<file path="config.mk">
export PLATFORM = sky130hd
export DESIGN_NAME = rsn_alu
export DESIGN_NICKNAME = d
export VERILOG_FILES = /design/src/rtl/rsn_pkg.sv /design/src/rtl/rsn_alu.sv
export VERILOG_INCLUDE_DIRS = /design/src /design/src/rtl
export SDC_FILE = /design/constraint.sdc
export NUM_CORES = 1
export LEC_CHECK = 0
export BUFFER_PORTS_ARGS = -buffer_cell sky130_fd_sc_hd__buf_4
export CAP_MARGIN = 20
export CELL_PAD_IN_SITES_DETAIL_PLACEMENT = 2
export CELL_PAD_IN_SITES_GLOBAL_PLACEMENT = 2
export CORE_AREA = 2 2 260 288
export CTS_CLUSTER_SIZE = 25
export DETAILED_ROUTE_END_ITERATION = 10
export DIE_AREA = 0 0 262 290
export PLACE_DENSITY_LB_ADDON = 0.1
export SETUP_SLACK_MARGIN = 0.5
export SYNTH_ARGS = -nofsm -noshare
export SYNTH_HDL_FRONTEND = slang
export SYNTH_SLANG_ARGS = --single-unit
</file>
<file path="constraint.sdc">
create_clock -name clk -period 10.15 [get_ports clk]
set_input_delay 1.015 -clock clk [delete_from_list [all_inputs] [get_ports clk]]
set_output_delay 1.015 -clock clk [all_outputs]
set_load 0.005 [all_outputs]
</file>
<file path="src/rtl/running_stats_normalizer_defines.svh">
// ----------------------------------------------------------------------------
// Assertion macros for the running statistics normalizer
// Shared immediate-implication and next-cycle-implication property forms.
// ----------------------------------------------------------------------------
`ifndef RUNNING_STATS_NORMALIZER_DEFINES_SVH
`define RUNNING_STATS_NORMALIZER_DEFINES_SVH

// Consequent must hold in the same cycle as the antecedent
`define RSN_ASSERT_NOW(lbl, ante, cons, msg) \
  lbl: assert property (@(posedge clk) disable iff (!rst_n) (ante) |-> (cons)) else $error(msg);

// Consequent must hold in the cycle after the antecedent
`define RSN_ASSERT_NEXT(lbl, ante, cons, msg) \
  lbl: assert property (@(posedge clk) disable iff (!rst_n) (ante) |=> (cons)) else $error(msg);

`endif

</file>
<file path="src/rtl/rsn_pkg.sv">
// ----------------------------------------------------------------------------
// rsn_pkg
// Types, constants and helpers shared by the normalizer modules.
// ----------------------------------------------------------------------------
`timescale 1ns / 1ps

package rsn_pkg;

  localparam int FEATURES_DEF = 64;

  // Datapath widths
  localparam int WIDE_W  = 128;
  localparam int MULA_W  = 65;
  localparam int DIVD_W  = 49;
  localparam int STEP_W  = 7;
  localparam int ROOT_W  = 32;

  // Serial step counts per operation
  localparam int MUL_STEPS  = 48;
  localparam int MDIV_STEPS = 49;
  localparam int BDIV_STEPS = 113;
  localparam int QDIV_STEPS = 114;
  localparam int SQRT_STEPS = 32;
  localparam int NDIV_STEPS = 53;

  // Statistics constants
  localparam logic [47:0] COUNT_RESET = 48'd7;
  localparam logic [47:0] ONE_Q16     = 48'd65536;
  localparam logic [47:0] COUNT_MAX   = 48'hFFFF_FFFF_FFFF;
  localparam logic [39:0] VAR_RESET   = 40'd65536;
  localparam logic [39:0] VAR_MAX     = 40'hFF_FFFF_FFFF;
  localparam logic [22:0] CLIP_RESET  = 23'd655360;

  // Configuration register indexes
  typedef enum logic {
    CFG_CLIP  = 1'b0,
    CFG_TRAIN = 1'b1
  } cfg_idx_t;

  typedef enum logic [1:0] {
    OP_MUL,
    OP_DIV,
    OP_SQRT
  } alu_op_t;

  typedef enum logic [3:0] {
    ST_CLEAR,
    ST_IDLE,
    ST_RD,
    ST_LAT,
    ST_LOAD,
    ST_MDIV,
    ST_SQ,
    ST_BM,
    ST_BD,
    ST_AM,
    ST_QD,
    ST_WB,
    ST_SQRT,
    ST_NDIV,
    ST_OUT
  } state_t;

  typedef struct packed {
    logic               start;
    alu_op_t            op;
    logic [MULA_W-1:0]  a;
    logic [WIDE_W-1:0]  b;
    logic [DIVD_W-1:0]  d;
    logic [STEP_W-1:0]  steps;
  } alu_req_t;

  typedef struct packed {
    logic              busy;
    logic              done;
    logic [WIDE_W-1:0] result;
  } alu_rsp_t;

  function automatic int idx_width(input int f);
    return (f > 1) ? $clog2(f) : 1;
  endfunction

endpackage

</file>
<file path="src/rtl/rsn_alu.sv">
// ----------------------------------------------------------------------------
// rsn_alu
// Shared bit-serial unit: shift-add multiply, restoring divide, square root.
// ----------------------------------------------------------------------------
`timescale 1ns / 1ps
`include "running_stats_normalizer_defines.svh"

module rsn_alu (
  input  logic              clk,
  input  logic              rst_n,
  input  rsn_pkg::alu_req_t req,
  output rsn_pkg::alu_rsp_t rsp
);
  import rsn_pkg::*;

  logic              busy_r;
  logic              done_r;
  logic [STEP_W-1:0] cnt_r;
  alu_op_t           op_r;
  logic [MULA_W-1:0] a_r;
  logic [DIVD_W-1:0] d_r;
  logic [WIDE_W-1:0] w_r, w_nxt;
  logic [MULA_W-1:0] hi_r, hi_nxt;
  logic [DIVD_W-1:0] rem_r, rem_nxt;
  logic [ROOT_W-1:0] root_r, root_nxt;

  logic [MULA_W:0]   msum;
  logic [DIVD_W:0]   dtrial;
  logic [ROOT_W+2:0] strial;
  logic [ROOT_W+2:0] sroot;

  // Sequence control
  always_ff @(posedge clk) begin
    if (!rst_n) begin
      busy_r <= 1'b0;
      done_r <= 1'b0;
      cnt_r  <= '0;
    end else begin
      done_r <= 1'b0;
      if (req.start && !busy_r) begin
        busy_r <= 1'b1;
        cnt_r  <= req.steps;
      end else if (busy_r) begin
        cnt_r <= cnt_r - STEP_W'(1);
        if (cnt_r == STEP_W'(1)) begin
          busy_r <= 1'b0;
          done_r <= 1'b1;
        end
      end
    end
  end

  // One digit per cycle for the selected operation
  always_comb begin
    w_nxt    = w_r;
    hi_nxt   = hi_r;
    rem_nxt  = rem_r;
    root_nxt = root_r;
    msum     = {1'b0, hi_r} + (w_r[0] ? {1'b0, a_r} : '0);
    dtrial   = {rem_r, w_r[WIDE_W-1]};
    strial   = {rem_r[ROOT_W:0], w_r[WIDE_W-1 -: 2]};
    sroot    = {1'b0, root_r, 2'b01};
    unique case (op_r)
      OP_MUL: begin
        hi_nxt = msum[MULA_W:1];
        w_nxt  = {w_r[WIDE_W-1:MUL_STEPS], msum[0], w_r[MUL_STEPS-1:1]};
      end
      OP_DIV: begin
        if (dtrial >= {1'b0, d_r}) begin
          rem_nxt = DIVD_W'(dtrial - {1'b0, d_r});
          w_nxt   = {w_r[WIDE_W-2:0], 1'b1};
        end else begin
          rem_nxt = dtrial[DIVD_W-1:0];
          w_nxt   = {w_r[WIDE_W-2:0], 1'b0};
        end
      end
      OP_SQRT: begin
        w_nxt = {w_r[WIDE_W-3:0], 2'b00};
        if (strial >= sroot) begin
          rem_nxt  = DIVD_W'(strial - sroot);
          root_nxt = {root_r[ROOT_W-2:0], 1'b1};
        end else begin
          rem_nxt  = DIVD_W'(strial);
          root_nxt = {root_r[ROOT_W-2:0], 1'b0};
        end
      end
      default: ;
    endcase
  end

  // Operand and working registers
  always_ff @(posedge clk) begin
    if (req.start && !busy_r) begin
      op_r   <= req.op;
      a_r    <= req.a;
      d_r    <= req.d;
      w_r    <= req.b;
      hi_r   <= '0;
      rem_r  <= '0;
      root_r <= '0;
    end else if (busy_r) begin
      w_r    <= w_nxt;
      hi_r   <= hi_nxt;
      rem_r  <= rem_nxt;
      root_r <= root_nxt;
    end
  end

  always_comb begin
    rsp.busy = busy_r;
    rsp.done = done_r;
    unique case (op_r)
      OP_MUL:  rsp.result = WIDE_W'({hi_r, w_r[MUL_STEPS-1:0]});
      OP_DIV:  rsp.result = w_r;
      OP_SQRT: rsp.result = WIDE_W'(root_r);
      default: rsp.result = w_r;
    endcase
  end

  `RSN_ASSERT_NEXT(a_done_after_busy, done_r, !busy_r, "alu busy right after done")
  `RSN_ASSERT_NOW(a_busy_count, busy_r, cnt_r != '0, "alu busy with zero step count")
  `RSN_ASSERT_NEXT(a_start_busy, req.start && !busy_r && req.steps != '0, busy_r,
                   "alu start not taken")

endmodule

</file>
==> qor.csv <==
stage,metric,value,unit
clock_tree,cts_resized,0,
sta,worstMarginPinSlew,1.03,ns
global_routing,grt_overflow,0,
placement,dp.final_hpwl,83900,microns
setup_path,startpoint_type,flip-flop,
clock_tree,cts_tree,yes,
placement,dp_cells,4428,
sta,final-hold-violation-count,0,
sta,min_period,5.27,ns
floorplan,initial_utilization,37.8,%
placement,portBuffers,383,
setup_path,critPathKind,reg -> out,
setup_path,crit_slowest_cell,buf_4,
clock_tree,path_clk_slew,0.06,ns
setup_path,crit_arrival,4.26,ns
synthesis,ys_seq_area_share,37.9,%
setup_path,crit_chain,"inv_1, ha_4, buf_4, buf_4, o21ai_0, buf_4",
setup_path,critPathMaxFanout,97,
global_routing,gr-usage-all-layers,29.1,%
final_layout,stdcell_count,4529,
synthesis,yosysMostFrequentCell,nand2_1,
synthesis,async_flop_share,0,%
setup_path,critPathMostFrequentCell,buf_4,
synthesis,synth-edff-count,244,
synthesis,synth_area,27500,sq um
sta,max_freq,190,MHz
sta,slew_headroom,31.3,%
sta,rsz0062_at_grt,false,
final_layout,final_layout_size_suffix_gt1_share,14.7,%
clock_tree,clkLatencyLatePin,0.60,ns
setup_path,max_stage_delay,0.89,ns
synthesis,synth_common_cells,"535 x nand2_1, 384 x o21ai_0, 244 x edfxtp_1",
floorplan,core,72900,sq um
synthesis,synth_top_area_share,26.6,%
power,vdd_drop_max,0.135,mV
clock_tree,h-tree-depth,2,
sta,tns,0,ns
power,p_leak,0.0134,uW
clock_tree,cts_buffers,50,
synthesis,synthDistinctLibCells,84,
run_status,status,finished clean,
setup_path,critPathBufInv,4,
sta,slew_violations,0,
routing,wl,113000,microns
setup_path,critPathCaptureType,output port,
synthesis,syn_avg_cell_area,8.36,sq um
power,cellPowerDensity,201,nW/um^2
clock_tree,ctsHoldBuffers,0,
synthesis,ys_warn_count,0,
synthesis,synth_ff_type,edfxtp_1,
routing,first_iter_violations,1490,
clock_tree,cts_root_buf,clkbuf_16,
sta,min_period_over_period,51.9,%
final_layout,nets,3937,
clock_tree,cts_sinks,399,
synthesis,synthTopCellsByArea,"edfxtp_1 27%, dfxtp_1 11%, nand2_1 7.3%",
routing,drtPass1Iterations,5,
sta,clock_skew,0.0354,ns
synthesis,synth_nets,3702,
setup_path,critical-path-top-delay-family,buffers and inverters,
floorplan,num_rows,104,
routing,vias,26500,
sta,finalSetupViolCount,0,
placement,place_congestion,0.925,
synthesis,yosys.area.top_type,edfxtp_1,
final_layout,area_growth,18.8,%
placement,pre_cts_slack,5.26,ns
floorplan,fp.dieH,290,microns
routing,drc_errors,0,
floorplan,num_io_pins,384,
clock_tree,ctsLongestPathBuffers,3,
global_routing,grt_pass1_vias,29000,
floorplan,die_area,76000,sq um
sta,fin_ws,4.88,ns
global_routing,antenna_found_initial,8,
synthesis,ys_ff_latch,399,
routing,drtAntennaViolNets,0,
global_routing,grt_first_pass_wirelength,173000,microns
setup_path,critPathRequiredTime,9.14,ns
floorplan,die_x,262,microns
min_path,hp-class,reg -> reg,
synthesis,synth_cells,3293,
routing,avgRoutedWirePerCell,25.0,microns
sta,timing.hold.ws,0.479,ns
routing,vias_per_cell,5.85,
global_routing,grt_max_degree,108,
job,drv_cap,0,
clock_tree,post_cts_buffers,0,
metrics by stage:
stage / cell area, sq um / util, % / total power (uW)
global placement: 30900 / 42.5 / 4600
CTS: 32600 / 44.8 / 6600
finish: 32700 / 44.9 / 6570
global route: 32700 / 44.9 / 6940
detailed placement: 30900 / 42.5 / 4700
floorplan: 27500 / - / 3800
routing by layer:
| layer | GRT usage [%] | up-vias | routed length (microns) |
|---|---|---|---|
| met5 | 0 | - | 28 |
| met4 | 11.4 | 4 | 4790 |
| met3 | 3.09 | 214 | 3460 |
| met2 | 54.6 | 549 | 60100 |
| met1 | 33.3 | 13300 | 44800 |
| li1 | - | 12400 | - |
power breakdown:
| part | total [uW] | switching [uW] | internal [uW] |
|---|---|---|---|
| combinational | 2570 | 1580 | 987 |
| sequential | 2130 | 220 | 1910 |
| clock | 1870 | 765 | 1110 |
| total | 6570 | 2570 | 4010 |
state kept, by name, indices dropped and copies added, names as in the netlist:
| register | count |
|---|---|
| a_r | 65 |
| rem_r | 49 |
| hi_r | 65 |
| op_r | 2 |
| busy_r | 1 |
| d_r | 49 |
| cnt_r | 7 |
| root_r | 32 |
| w_r | 128 |
| done_r | 1 |
layout make-up:
class,count,area (sq um)
antenna,6,15.0
clock buffer,67,1380
clock inverter,26,299
fill,8069,40200
inverter,133,507
multi-input combinational,2539,15800
sequential,399,10400
tap,954,1190
timing repair buffer,405,3080
placed cells by master (no fill, tap or decap), drive strengths merged, types with 46 or more instances in the layout:
master and count:
dfxtp 155, inv 135, xor2 52, nand2b 71, a22o 46, a21o 82
nand2 536, buf 405, and2 107, a21oi 240, clkbuf 67, xnor2 66
o21ai 385, ha 153, a22oi 133, edfxtp 244, nor2 143
cells by family (layout without fill, tap and decap cells):
kind of cell	after synthesis	count (layout)	synth area share (%)
other cells	0	6	0
flops	399	399	37.9
buf+inv	355	631	5.05
fa+ha+maj	155	155	7.10
compound gates	1172	1172	27.2
mux	24	24	0.882
simple gates	1070	1070	18.2
xor+xnor	118	118	3.75
path summary, 6_finish.rpt:
path                            cells after the start  slack (ns)                   from               endpoint
worst max-delay path                                6        4.88      op_r[0]$_DFFE_PP_                rsp[83]
worst min-delay path                                2        0.48  hi_r[41]$_SDFFE_PP0P_  hi_r[41]$_SDFFE_PP0P_
worst max register to register                     16        5.25       w_r[0]$_DFFE_PP_  hi_r[57]$_SDFFE_PP0P_
worst min register to register                      2        0.48  hi_r[41]$_SDFFE_PP0P_  hi_r[41]$_SDFFE_PP0P_
worst reg2reg max path, stage by stage, from the launching register on:
cell and delay, ns:
edfxtp_1 0.38, buf_4 0.51, and2_1 0.35, ha_1 0.19, inv_1 0.07, fa_1 0.40
nor2b_1 0.24, o31ai_1 0.18, a2111oi_0 0.80, nor3_1 0.11, buf_4 0.18, o21a_1 0.24
a211oi_2 0.35, o21ai_0 0.14, a21boi_0 0.29, o21ai_0 0.12, a32o_1 0.27
Note: power is estimated with default switching activity, not from simulation.
